===== config.mk =====
export PLATFORM = sky130hd
export DESIGN_NAME = weather_telegram_parser
export DESIGN_NICKNAME = d
export VERILOG_FILES = /design/src/rtl/wtp_pkg.sv /design/src/rtl/weather_telegram_parser.sv
export SDC_FILE = /design/constraint.sdc
export NUM_CORES = 1
export LEC_CHECK = 0
export BUFFER_PORTS_ARGS = -buffer_cell sky130_fd_sc_hd__clkbuf_2
export CAP_MARGIN = 20
export CORE_MARGIN = 5
export CORE_UTILIZATION = 25
export DETAILED_ROUTE_END_ITERATION = 8
export SYNTH_ARGS = -nofsm -noshare
export SYNTH_HDL_FRONTEND = slang
export SYNTH_SLANG_ARGS = --single-unit
export TNS_END_PERCENT = 10

===== constraint.sdc =====
create_clock -name clk -period 18.7 [get_ports clk]
set_input_delay 0.935 -clock clk [delete_from_list [all_inputs] [get_ports clk]]
set_output_delay 0.935 -clock clk [all_outputs]
set_load 0.05 [all_outputs]

===== src/rtl/wtp_pkg.sv =====
// Package for the weather telegram parser: frame layout, field table,
// ASCII codes and the per-field parse phase type. No dependencies.
package wtp_pkg;

  localparam int unsigned FRAME_LENGTH = 40;
  localparam int unsigned SUM_END      = 35;
  localparam int unsigned FIELD_COUNT  = 7;
  localparam int unsigned POS_W        = 6;
  localparam int unsigned FLD_W        = 3;
  localparam int unsigned ACC_W        = 14;
  localparam int unsigned SUM_W        = 14;
  localparam int unsigned TEMP_W       = 11;
  localparam int unsigned SUN_W        = 7;
  localparam int unsigned LVL_W        = 10;
  localparam int unsigned LIGHT_W      = 17;
  localparam int unsigned CNT_W        = 8;
  localparam int unsigned OUT_DATA_W   = 104;

  localparam logic [ACC_W-1:0] ACC_MAX     = ACC_W'(16383);
  localparam logic [LVL_W-1:0] TENTHS_MAX  = LVL_W'(999);
  localparam logic [SUN_W-1:0] SUN_MAX     = SUN_W'(99);
  localparam logic [LVL_W-1:0] DAY_MAX     = LVL_W'(999);
  localparam logic [CNT_W-1:0] DECIM_RESET = CNT_W'(5);

  localparam logic [POS_W-1:0] POS_DAWN = POS_W'(12);
  localparam logic [POS_W-1:0] POS_RAIN = POS_W'(20);

  localparam logic [7:0] CH_J     = 8'h4A;
  localparam logic [7:0] CH_0     = 8'h30;
  localparam logic [7:0] CH_9     = 8'h39;
  localparam logic [7:0] CH_SPACE = 8'h20;
  localparam logic [7:0] CH_TAB   = 8'h09;
  localparam logic [7:0] CH_CR    = 8'h0D;
  localparam logic [7:0] CH_PLUS  = 8'h2B;
  localparam logic [7:0] CH_MINUS = 8'h2D;
  localparam logic [7:0] CH_DOT   = 8'h2E;

  // field index: temperature, south, west, east, daylight, wind, checksum
  localparam logic [FLD_W-1:0] FLD_TEMP  = FLD_W'(0);
  localparam logic [FLD_W-1:0] FLD_SOUTH = FLD_W'(1);
  localparam logic [FLD_W-1:0] FLD_WEST  = FLD_W'(2);
  localparam logic [FLD_W-1:0] FLD_EAST  = FLD_W'(3);
  localparam logic [FLD_W-1:0] FLD_DAY   = FLD_W'(4);
  localparam logic [FLD_W-1:0] FLD_WIND  = FLD_W'(5);
  localparam logic [FLD_W-1:0] FLD_CSUM  = FLD_W'(6);

  localparam logic [POS_W-1:0] FLD_START [FIELD_COUNT] = '{
    POS_W'(1), POS_W'(6), POS_W'(8), POS_W'(10), POS_W'(13), POS_W'(16), POS_W'(35)
  };
  localparam logic [POS_W-1:0] FLD_LEN [FIELD_COUNT] = '{
    POS_W'(5), POS_W'(2), POS_W'(2), POS_W'(2), POS_W'(3), POS_W'(4), POS_W'(4)
  };

  typedef struct packed {
    logic neg;
    logic fracdone;
    logic frac;
    logic ended;
    logic started;
  } wtp_phase_t;

  typedef struct packed {
    logic             hit;
    logic [FLD_W-1:0] idx;
  } wtp_sel_t;

  function automatic wtp_sel_t wtp_field_sel(input logic [POS_W-1:0] pos);
    wtp_sel_t s;
    s = '0;
    for (int unsigned k = 0; k < FIELD_COUNT; k++) begin
      if (pos >= FLD_START[k] && pos < FLD_START[k] + FLD_LEN[k]) begin
        s.hit = 1'b1;
        s.idx = FLD_W'(k);
      end
    end
    return s;
  endfunction

  function automatic logic wtp_is_space(input logic [7:0] b);
    return (b == CH_SPACE) || (b >= CH_TAB && b <= CH_CR);
  endfunction

  function automatic logic [LVL_W-1:0] wtp_tenths(input logic [ACC_W-1:0] acc,
                                                  input logic fracdone);
    logic [17:0] v;
    v = fracdone ? 18'(acc) : (18'(acc) << 3) + (18'(acc) << 1);
    return (v > 18'(TENTHS_MAX)) ? TENTHS_MAX : v[LVL_W-1:0];
  endfunction

endpackage


===== src/rtl/weather_telegram_parser.sv =====
// Weather telegram parser top level: byte stream in, decoded telegram out.
// Depends on wtp_pkg.
//
// Usage:
//   in_*  : one telegram byte per word, tlast on the last byte of a burst.
//   out_* : one decoded telegram per emitted burst; tuser carries status.
//   cfg_* : decimation limit, written while the block is idle.
// A burst gives a result only when the burst counter, before counting this
// burst, exceeds the decimation limit; the counter then returns to zero.
// Every burst end clears the frame state. A burst shorter than 40 bytes
// reports status 1 with all fields zero; a checksum mismatch reports status 1
// with only the two sums filled in. Bytes past 40 are ignored.
// Throughput: one byte per cycle, except for the receiver stall described below. A
// byte is held in the input register; the result word is registered as the last
// byte leaves it, and out_tvalid rises with it.
// Reset clears the frame state and burst counter and sets the limit to 5.
// When the receiver stalls, the input register holds only a burst end that
// would emit; all other bytes keep flowing.
module weather_telegram_parser (
  input  logic         clk,
  input  logic         rst_n,
  input  logic         in_tvalid,
  output logic         in_tready,
  input  logic [7:0]   in_tdata,   // [7:0] data_byte
  input  logic         in_tlast,   // burst_end
  output logic         out_tvalid,
  input  logic         out_tready,
  output logic [103:0] out_tdata,  // temperature_tenths, south_level, west_level, east_level,
                                   // dawn_flag, daylight_level, wind_tenths, rain_flag,
                                   // light_sum, computed_sum, received_sum, zero pad
  output logic         out_tuser,  // status
  input  logic         cfg_we,
  input  logic [7:0]   cfg_wdata   // decimation_limit
);
  import wtp_pkg::*;

  logic                s1_valid_r;
  logic [7:0]          s1_byte_r;
  logic                s1_last_r;
  logic [POS_W-1:0]    pos_r, pos_nxt;
  logic [SUM_W-1:0]    sum_r, sum_nxt;
  logic [ACC_W-1:0]    acc_r [FIELD_COUNT];
  logic [ACC_W-1:0]    acc_nxt [FIELD_COUNT];
  wtp_phase_t          ph_r [FIELD_COUNT];
  wtp_phase_t          ph_nxt [FIELD_COUNT];
  logic                dawn_r, dawn_nxt, rain_r, rain_nxt;
  logic [CNT_W-1:0]    cnt_r, cnt_nxt;
  logic [CNT_W-1:0]    limit_r;
  logic                out_valid_r;
  logic [OUT_DATA_W-1:0] out_data_r, out_data_nxt;
  logic                out_status_r, out_status_nxt;

  logic                emit, out_free, s1_adv;
  wtp_sel_t            sel;
  logic [ACC_W-1:0]    f_acc;
  wtp_phase_t          f_ph, f_ph_nxt;
  logic [ACC_W-1:0]    f_acc_nxt;
  logic [17:0]         acc_x10;
  logic                is_digit, dec_ok;

  logic                full, rneg, sum_ok;
  logic [LVL_W-1:0]    t_mag, wind, day;
  logic [TEMP_W-1:0]   temp;
  logic [SUN_W-1:0]    south, west, east;
  logic [LIGHT_W-1:0]  light;

  function automatic logic [SUN_W-1:0] sun_of(input logic [ACC_W-1:0] acc,
                                               input wtp_phase_t ph);
    if (ph.neg) return '0;
    return (acc > ACC_W'(SUN_MAX)) ? SUN_MAX : acc[SUN_W-1:0];
  endfunction

  assign emit      = s1_last_r && (cnt_r > limit_r);
  assign out_free  = !out_valid_r || out_tready;
  assign s1_adv    = s1_valid_r && (!emit || out_free);
  assign in_tready = !s1_valid_r || s1_adv;

  assign out_tvalid = out_valid_r;
  assign out_tdata  = out_data_r;
  assign out_tuser  = out_status_r;

  // one field parser, shared: fields never overlap
  assign sel      = wtp_field_sel(pos_r);
  assign f_acc    = acc_r[sel.idx];
  assign f_ph     = ph_r[sel.idx];
  assign is_digit = (s1_byte_r >= CH_0) && (s1_byte_r <= CH_9);
  assign dec_ok   = (sel.idx == FLD_TEMP) || (sel.idx == FLD_WIND);
  assign acc_x10  = (18'(f_acc) << 3) + (18'(f_acc) << 1) + 18'(s1_byte_r[3:0]);

  always_comb begin
    f_ph_nxt  = f_ph;
    f_acc_nxt = f_acc;
    if (!f_ph.ended) begin
      if (is_digit) begin
        f_ph_nxt.started = 1'b1;
        if (!f_ph.frac || !f_ph.fracdone) begin
          f_acc_nxt = (acc_x10 > 18'(ACC_MAX)) ? ACC_MAX : acc_x10[ACC_W-1:0];
        end
        if (f_ph.frac) begin
          f_ph_nxt.fracdone = 1'b1;
        end
      end else if (!f_ph.started && wtp_is_space(s1_byte_r)) begin
        f_ph_nxt = f_ph;
      end else if (!f_ph.started && (s1_byte_r == CH_PLUS || s1_byte_r == CH_MINUS)) begin
        f_ph_nxt.started = 1'b1;
        f_ph_nxt.neg     = (s1_byte_r == CH_MINUS);
      end else if (s1_byte_r == CH_DOT && dec_ok && !f_ph.frac) begin
        f_ph_nxt.frac    = 1'b1;
        f_ph_nxt.started = 1'b1;
      end else begin
        f_ph_nxt.ended = 1'b1;
      end
    end
  end

  // result from the stored frame: a full frame's last byte lies past every field
  assign full   = (pos_r >= POS_W'(FRAME_LENGTH - 1));
  assign rneg   = ph_r[FLD_CSUM].neg;
  assign sum_ok = rneg ? (acc_r[FLD_CSUM] == '0 && sum_r == '0)
                       : (acc_r[FLD_CSUM] == sum_r);
  assign t_mag  = wtp_tenths(acc_r[FLD_TEMP], ph_r[FLD_TEMP].fracdone);
  assign temp   = ph_r[FLD_TEMP].neg ? TEMP_W'(-$signed({1'b0, t_mag})) : TEMP_W'(t_mag);
  assign south  = sun_of(acc_r[FLD_SOUTH], ph_r[FLD_SOUTH]);
  assign west   = sun_of(acc_r[FLD_WEST], ph_r[FLD_WEST]);
  assign east   = sun_of(acc_r[FLD_EAST], ph_r[FLD_EAST]);
  assign day    = ph_r[FLD_DAY].neg ? '0 :
                  (acc_r[FLD_DAY] > ACC_W'(DAY_MAX)) ? DAY_MAX : acc_r[FLD_DAY][LVL_W-1:0];
  assign wind   = ph_r[FLD_WIND].neg ? '0 :
                  wtp_tenths(acc_r[FLD_WIND], ph_r[FLD_WIND].fracdone);
  assign light  = LIGHT_W'(south) * LIGHT_W'(1000) + LIGHT_W'(day);

  always_comb begin
    pos_nxt        = pos_r;
    sum_nxt        = sum_r;
    acc_nxt        = acc_r;
    ph_nxt         = ph_r;
    dawn_nxt       = dawn_r;
    rain_nxt       = rain_r;
    cnt_nxt        = cnt_r;
    out_data_nxt   = out_data_r;
    out_status_nxt = out_status_r;

    if (s1_adv) begin
      if (pos_r < POS_W'(FRAME_LENGTH)) begin
        if (pos_r < POS_W'(SUM_END)) begin
          sum_nxt = sum_r + SUM_W'(s1_byte_r);
        end
        if (pos_r == POS_DAWN && s1_byte_r == CH_J) dawn_nxt = 1'b1;
        if (pos_r == POS_RAIN && s1_byte_r == CH_J) rain_nxt = 1'b1;
        if (sel.hit) begin
          acc_nxt[sel.idx] = f_acc_nxt;
          ph_nxt[sel.idx]  = f_ph_nxt;
        end
        pos_nxt = pos_r + POS_W'(1);
      end
      if (s1_last_r) begin
        cnt_nxt = emit ? '0 : cnt_r + CNT_W'(1);
        if (emit) begin
          out_data_nxt   = '0;
          out_status_nxt = 1'b1;
          if (full) begin
            out_data_nxt[84:71] = sum_r;
            out_data_nxt[98:85] = acc_r[FLD_CSUM];
            if (sum_ok) begin
              out_status_nxt      = 1'b0;
              out_data_nxt[10:0]  = temp;
              out_data_nxt[17:11] = south;
              out_data_nxt[24:18] = west;
              out_data_nxt[31:25] = east;
              out_data_nxt[32]    = dawn_r;
              out_data_nxt[42:33] = day;
              out_data_nxt[52:43] = wind;
              out_data_nxt[53]    = rain_r;
              out_data_nxt[70:54] = light;
            end
          end
        end
        pos_nxt  = '0;
        sum_nxt  = '0;
        dawn_nxt = 1'b0;
        rain_nxt = 1'b0;
        for (int unsigned k = 0; k < FIELD_COUNT; k++) begin
          acc_nxt[k] = '0;
          ph_nxt[k]  = '0;
        end
      end
    end
  end

  always_ff @(posedge clk) begin
    if (!rst_n) begin
      s1_valid_r  <= 1'b0;
      out_valid_r <= 1'b0;
      pos_r       <= '0;
      sum_r       <= '0;
      dawn_r      <= 1'b0;
      rain_r      <= 1'b0;
      cnt_r       <= '0;
      limit_r     <= DECIM_RESET;
      for (int unsigned k = 0; k < FIELD_COUNT; k++) begin
        acc_r[k] <= '0;
        ph_r[k]  <= '0;
      end
    end else begin
      if (in_tready) s1_valid_r <= in_tvalid;
      if (s1_adv && emit) begin
        out_valid_r <= 1'b1;
      end else if (out_tready) begin
        out_valid_r <= 1'b0;
      end
      pos_r  <= pos_nxt;
      sum_r  <= sum_nxt;
      dawn_r <= dawn_nxt;
      rain_r <= rain_nxt;
      cnt_r  <= cnt_nxt;
      acc_r  <= acc_nxt;
      ph_r   <= ph_nxt;
      if (cfg_we) limit_r <= cfg_wdata;
    end
  end

  always_ff @(posedge clk) begin
    if (in_tready) begin
      s1_byte_r <= in_tdata;
      s1_last_r <= in_tlast;
    end
    out_data_r   <= out_data_nxt;
    out_status_r <= out_status_nxt;
  end

`ifndef SYNTH
  a_pos_bound: assert property (@(posedge clk) disable iff (!rst_n)
    pos_r <= POS_W'(FRAME_LENGTH))
    else $error("byte position past frame length");

  a_burst_clear: assert property (@(posedge clk) disable iff (!rst_n)
    s1_adv && s1_last_r |=> pos_r == '0 && sum_r == '0)
    else $error("frame state not cleared at burst end");

  a_emit_cnt: assert property (@(posedge clk) disable iff (!rst_n)
    s1_adv && emit |=> cnt_r == '0 && out_valid_r)
    else $error("emitted burst did not reset counter or raise valid");

  a_ok_sums: assert property (@(posedge clk) disable iff (!rst_n)
    out_valid_r && !out_status_r |-> out_data_r[84:71] == out_data_r[98:85])
    else $error("status ok with mismatched sums");

  a_stall_src: assert property (@(posedge clk) disable iff (!rst_n)
    !in_tready |-> s1_valid_r && emit && out_valid_r)
    else $error("input stalled without a pending result");
`endif

endmodule


# Yosys cells after proc, flatten, opt, wreduce, memory -nomap -nowiden
# Index checks and enable logic that the tools add are counted.
# word_totals
register_bits	282
latchBits	0
ram_bits	0
rom_bits	0
in_bits	22
output_inout_bits	107
elab_cells	242
memories	0
# classes
add_sub_neg	9
mul	1
div_mod_pow	0
n_lt_le_gt_ge	31
eq_ne	9
shifts	0
muxes	78
bitwise_logic	3
n_reduce_logical	53
# op_table
op	n
2-to-1 mux 98 bit	3
2-to-1 mux 14 bit	10
2-to-1 mux 35 bit	3
bitwise mux 98 bit	1
2-to-1 mux 7 bit	9
adder 17 x 15 -> 18 bit	3
2-to-1 mux 10 bit	5
binary-select mux 14 bit (select 3 bit)	1
demux 14 bit (select 3 bit)	1
greater-than comparator 14 x 7 -> 1 bit, second input constant	3
greater-than comparator 18 x 10 -> 1 bit, second input constant	2
2-to-1 mux 18 bit	2
bitwise mux 35 bit	1
== test 8 x 6 -> 1 bit, second input constant	4
logical NOT 14 bit	2
2-to-1 mux 4 bit	7
2-to-1 mux 1 bit	23
logical AND 1 bit	20
2-to-1 mux 5 bit	4
adder 18 x 4 -> 18 bit	1
greater-or-equal comparator 6 x 4 -> 1 bit, second input constant	3
greater-than comparator 18 x 14 -> 1 bit, second input constant	1
< comparator 6 x 4 -> 1 bit, second input constant	3
< comparator 6 bit, second input constant	3
41 further kinds	69

# Depth between registers and ports, before layout
# logic_depth
depth_word	24
mapped_depth	25
ltp_nobuf	21

# Worst setup path after synthesis
# No wires, ideal clock.
# synth_timing
path_type	register to register
start	register cnt_r[1]
end	register out_data_r[0] (netlist: out_tdata[0]) (enable)
setup_ps	553
t_arrival_ps	5416
required_ps	18147
path_slack_ps	12730
path_stages_with_launch	9
path_buffers	0
period_less_slack_ps	5970
path_cell_list	dfxtp_1 -> ha_1 -> nor2b_1 -> o21a_1 -> o21a_1 -> o21bai_1 -> a21oi_1 -> nand2_1 -> nor2_1
# synth_between
elab_chain_cells	6
# synth_lines
item	line	text
start: declaration	weather_telegram_parser.sv:47	logic [CNT_W-1:0] cnt_r, cnt_nxt;
start signal: assignment	weather_telegram_parser.sv:215	cnt_r <= cnt_nxt;
greater-than comparator 8 bit (*)	weather_telegram_parser.sv:73	assign emit = s1_last_r && (cnt_r > limit_r);
logical AND 1 bit (*)	weather_telegram_parser.sv:73	
logical NOT 1 bit	weather_telegram_parser.sv:75	assign s1_adv = s1_valid_r && (!emit || out_free);
logical OR 1 bit	weather_telegram_parser.sv:75	
logical AND 1 bit	weather_telegram_parser.sv:75	
AND reduction 3 bit (no line) (*)	--	
end signal: assignment	weather_telegram_parser.sv:227	out_data_r <= out_data_nxt;
end: declaration	weather_telegram_parser.sv:50	logic [OUT_DATA_W-1:0] out_data_r, out_data_nxt;
# Every way passes the cells marked *; elsewhere a longest branch is shown, timed or not.
# A chain may end at the register's enable or synchronous reset.

# Worst setup path in the final report
# layout_timing
start	register pos_r[1]
end	register acc_r[5] (netlist name)
# layout_between
elab_chain_cells	23
word_cells_on_any_way	58
cone_classes	2 x add/sub; 18 x order compare; 23 x mux; 1 x bitwise; 14 x reduce/logical
# layout_lines
item	line	text
start: declaration	weather_telegram_parser.sv:40	logic [POS_W-1:0] pos_r, pos_nxt;
start signal: assignment	weather_telegram_parser.sv:211	pos_r <= pos_nxt;
greater-or-equal comparator 6 x 3 -> 1 bit / < comparator 6 x 4 -> 1 bit (equally long branches)	wtp_pkg.sv:71	if (pos >= FLD_START[k] && pos < FLD_START[k] + FLD_LEN[k]) begin
logical AND 1 bit	wtp_pkg.sv:71	
2-to-1 mux 4 bit (6 in a row)	wtp_pkg.sv:71	
NOT 3 -> 4 bit (implied by the code)	weather_telegram_parser.sv:84, weather_telegram_parser.sv:85, weather_telegram_parser.sv:151	
binary-select mux 14 bit (select 3 bit)	weather_telegram_parser.sv:84	assign f_acc = acc_r[sel.idx];
2-to-1 mux 14 bit (implied by the code) (2 in a row)	weather_telegram_parser.sv:84	
adder 17 x 15 -> 18 bit	weather_telegram_parser.sv:88	assign acc_x10 = (18'(f_acc) << 3) + (18'(f_acc) << 1) + 18'(s1_byte_r[3:0]);
adder 18 x 4 -> 18 bit	weather_telegram_parser.sv:88	
greater-than comparator 18 x 14 -> 1 bit	weather_telegram_parser.sv:97	f_acc_nxt = (acc_x10 > 18'(ACC_MAX)) ? ACC_MAX : acc_x10[ACC_W-1:0];
2-to-1 mux 14 bit	weather_telegram_parser.sv:97	
2-to-1 mux 14 bit	weather_telegram_parser.sv:96	if (!f_ph.frac || !f_ph.fracdone) begin
2-to-1 mux 14 bit	weather_telegram_parser.sv:94	if (is_digit) begin
2-to-1 mux 14 bit	weather_telegram_parser.sv:93	if (!f_ph.ended) begin
bitwise mux 98 bit	weather_telegram_parser.sv:151	acc_nxt[sel.idx] = f_acc_nxt;
2-to-1 mux 98 bit	weather_telegram_parser.sv:150	if (sel.hit) begin
2-to-1 mux 98 bit	weather_telegram_parser.sv:144	if (pos_r < POS_W'(FRAME_LENGTH)) begin
2-to-1 mux 98 bit	weather_telegram_parser.sv:156	if (s1_last_r) begin
end signal: assignment	weather_telegram_parser.sv:216	acc_r <= acc_nxt;
end: declaration	weather_telegram_parser.sv:42	logic [ACC_W-1:0] acc_r [FIELD_COUNT];
# Several ways; a longest one is shown, not always the timed one. The select of a mux whose other input is x is not followed.

==> out/qor.csv <==
metric,value,unit
status,completed,
worst path arrival time,7.63,ns
RR Endpoint,acc_r[5],
clock sinks,279,
cells after synthesis,1647,
Clock Tree Root,clkbuf_16,
Starting Density,0.253,
f_max,0.139,GHz
DR WL/cell,18.2,um
Yosys cell types,72,
die width,263,um
Sum Neg Setup Slack,0,ns
Clock Tree Buf Depth,3,
Seq cells post-synth,279,
nets@finish,1892,
CP startpoint kind,flip-flop,
final WL,47300,um
hpwl dp,35400,um
DR pass1 iterations,5,
gr usage total,0.132,
num ports,129,
Max VDD drop,0.0000670,V
Worst Reg-to-Reg Cells,21,
Flop pwr share,0.490,
post-cts repair resize count,0,
Avg Inst Size Synth,9.70,sq um
Hold Path Depth,2,
"Cell Area, Synth",16000,sq um
Post-synth top flop,dfxtp_1,
endpoints failing setup,0,
Net Switching,0.000292,W
Final Hold Viols,0,
first-pass GRT wire length,75300,um
Worst Hold Class,reg2reg,
P&R area growth vs syn,15.8,%
Power Density,70.2,nW/um^2
switching part of the total,0.225,
total chip power,0.00130,W
Via density,4.98,
synth warn,0,
ys async rst share,0,
Core ar.,63200,sq um
Reg2Reg Setup Slack,11.52,ns
crit path from,pos_r[1],
slew of the pin with the lowest slew margin,1.00,ns
vias in the first global route,13000,
Combinational Power Share,0.035,
Hold Startpoint,ph_r[21],
layout cell share with drive strength beyond 1,0.123,
clock share of power,0.475,
"most common cell after layout, fill and taps aside",dfxtp_1,
Port Buffers,123,
die area,69000,sq um
DRC errors left,0,
number of CTS-inserted buffers,29,
crit path max fanout,31,
largest net degree at the start of global routing,52,
via count,12900,
CP Capture Type,flip-flop,
post-route minimum period,7.18,ns
starting DRC count in detailed routing,911,
clk_lat worst skew,0.56,ns
clock slew at reported path FFs,0.06,ns
max cap viols,0,
ant diodes,0,
initial antenna violation count,0,
cts hold-fix bufs,0,
fin crit share,0.384,
Internal Power,0.00101,W
Hold EP,ph_r[21],
Leakage Power,7.34,nW
number of synthesized flops with an enable pin,106,
Die Y,263,um
Rows,92,
Setup Skew,0.0120,ns
GPL Wtd Cong,0.893,
TritonCTS clock tree,done,
critical path data required time,19.15,ns
Post-CTS Setup Inserts,0,
Layout fillers,6526,
Post-DRT Antenna Nets,0,
Congestion Overflow GR,0,
sequential-to-total area share from yosys stat,0.416,
r2r startpoint,pos_r[1],
most frequent cells in the layout,"dfxtp_1 (173), clkbuf_2 (123), nor2_1 (121)",
CP Class,reg2reg,
H-tree depth,1,
Slew Limit Fails,0,
Rel. slew slack,0.330,
RSZ-0062 raised after global routing,false,
power by group through the flow:
| stage | clock network, W | registers (W) | logic [W] |
|---|---|---|---|
| final | 0.000617 | 0.000636 | 0.0000458 |
| after global routing | 0.000653 | 0.000636 | 0.0000509 |
| after CTS | 0.000629 | 0.000636 | 0.0000458 |
| after detailed placement | 0 | 0.000650 | 0.0000456 |
| after global placement | 0 | 0.000650 | 0.0000445 |
| after floorplan | 0 | 0.000649 | 0.0000322 |
per-stage QoR:
step | utilization | hold WS [ns] | cells | setup slack, ns | area [sq um]
3_5_place_dp | 0.276 | 0.446 | 2545 | 11.67 | 17500
6_report | 0.293 | 0.457 | 2599 | 11.52 | 18500
5_1_grt | 0.293 | 0.491 | 2599 | 11.01 | 18500
4_1_cts | 0.292 | 0.461 | 2598 | 11.62 | 18500
2_1_floorplan | - | 0.417 | 1651 | 12.73 | 16000
3_3_place_gp | 0.276 | 0.439 | 2545 | 11.92 | 17500
synth_stat cells (all sizes together), types with 4 or more instances:
master  instances  area share
or2             7      0.0027
a31oi           6      0.0024
xnor2          33       0.018
nor4           23      0.0090
nand4          21      0.0082
o21ai          86       0.027
a211o           4      0.0022
xor2           35       0.019
ha            115       0.090
and2           48       0.019
a21boi          8      0.0038
or4             4      0.0019
clkbuf         74       0.017
a211oi         13      0.0064
dfxtp         173        0.22
nor3b          11      0.0052
o31ai           4      0.0019
nor2          123       0.029
a22o          114       0.063
o211ai          8      0.0038
nand2         104       0.024
buf            15      0.0057
nor3           45       0.014
mux2            5      0.0035
o21a           18      0.0085
mux2i          49       0.031
a21oi          85       0.027
a22oi          16      0.0075
fa             24       0.030
and3           15      0.0059
or3             8      0.0031
o21bai         13      0.0061
a21o           22       0.010
nor2b          34       0.013
nand2b         10      0.0039
nand3          41       0.013
inv            79       0.019
edfxtp        106        0.20
critical path, cell delays in order, from the launching register on:
cell	delay (ns)
dfxtp_1	0.30
buf_4	0.39
ha_1	0.28
nor4bb_1	0.39
a311o_1	0.37
nand2_1	0.50
mux2i_1	0.24
o22a_1	0.23
o21ai_0	0.17
inv_1	0.15
fa_1	0.52
inv_1	0.08
fa_1	0.46
a21o_1	0.21
nand4_1	0.08
nand3_1	0.12
a211o_1	0.34
a41oi_1	0.28
o2111ai_1	0.22
a2111oi_4	0.89
a22oi_1	0.49
a22o_1	0.33
layout make-up:
cell class / instances / area (sq um) / area share
Clock buffer: 38 / 852 / 0.0461
Clock inverter: 15 / 170 / 0.00920
Sequential cell: 279 / 6650 / 0.359
Inverter: 80 / 300 / 0.0162
Tap cell: 846 / 1060 / 0.0572
Timing Repair Buffer: 138 / 736 / 0.0398
Multi-Input combinational cell: 1203 / 8730 / 0.472
sequential cells by signal, indices dropped and copies added (netlist names), 6 cells and up:
register and flops:
acc_r 98, out_tdata 96, ph_r 34, sum_r 14, cnt_r 8, limit_r 8
s1_byte_r 8, pos_r 6
worst max path at each step:
stage | endpoint | slack (ns)
global route | acc_r[20] | 11.01
floorplan | out_tdata[0] | 12.73
detailed placement | acc_r[34] | 11.67
finish | acc_r[5] | 11.52
CTS | acc_r[34] | 11.62
global placement | acc_r[34] | 11.92
cell families (layout without fill, tap and decap cells):
| family | count (synthesis) | after routing | synth area share |
|---|---|---|---|
| flip-flops | 279 | 279 | 0.416 |
| AO/OA/AOI/OAI | 429 | 429 | 0.188 |
| AND/OR/NAND/NOR | 506 | 506 | 0.159 |
| buffers and inverters | 169 | 271 | 0.0419 |
| adder cells (fa/ha/maj) | 139 | 139 | 0.120 |
| other | 1 | 5 | 0.000235 |
| multiplexers | 56 | 56 | 0.0371 |
| XOR/XNOR | 68 | 68 | 0.0373 |
metal layers:
metal	track usage	wire length, um
met1	0.170	20100
met2	0.227	22900
met3	0.0179	2520
met4	0.0485	1770
met5	0	0
Power figures use the tool's default switching activity.
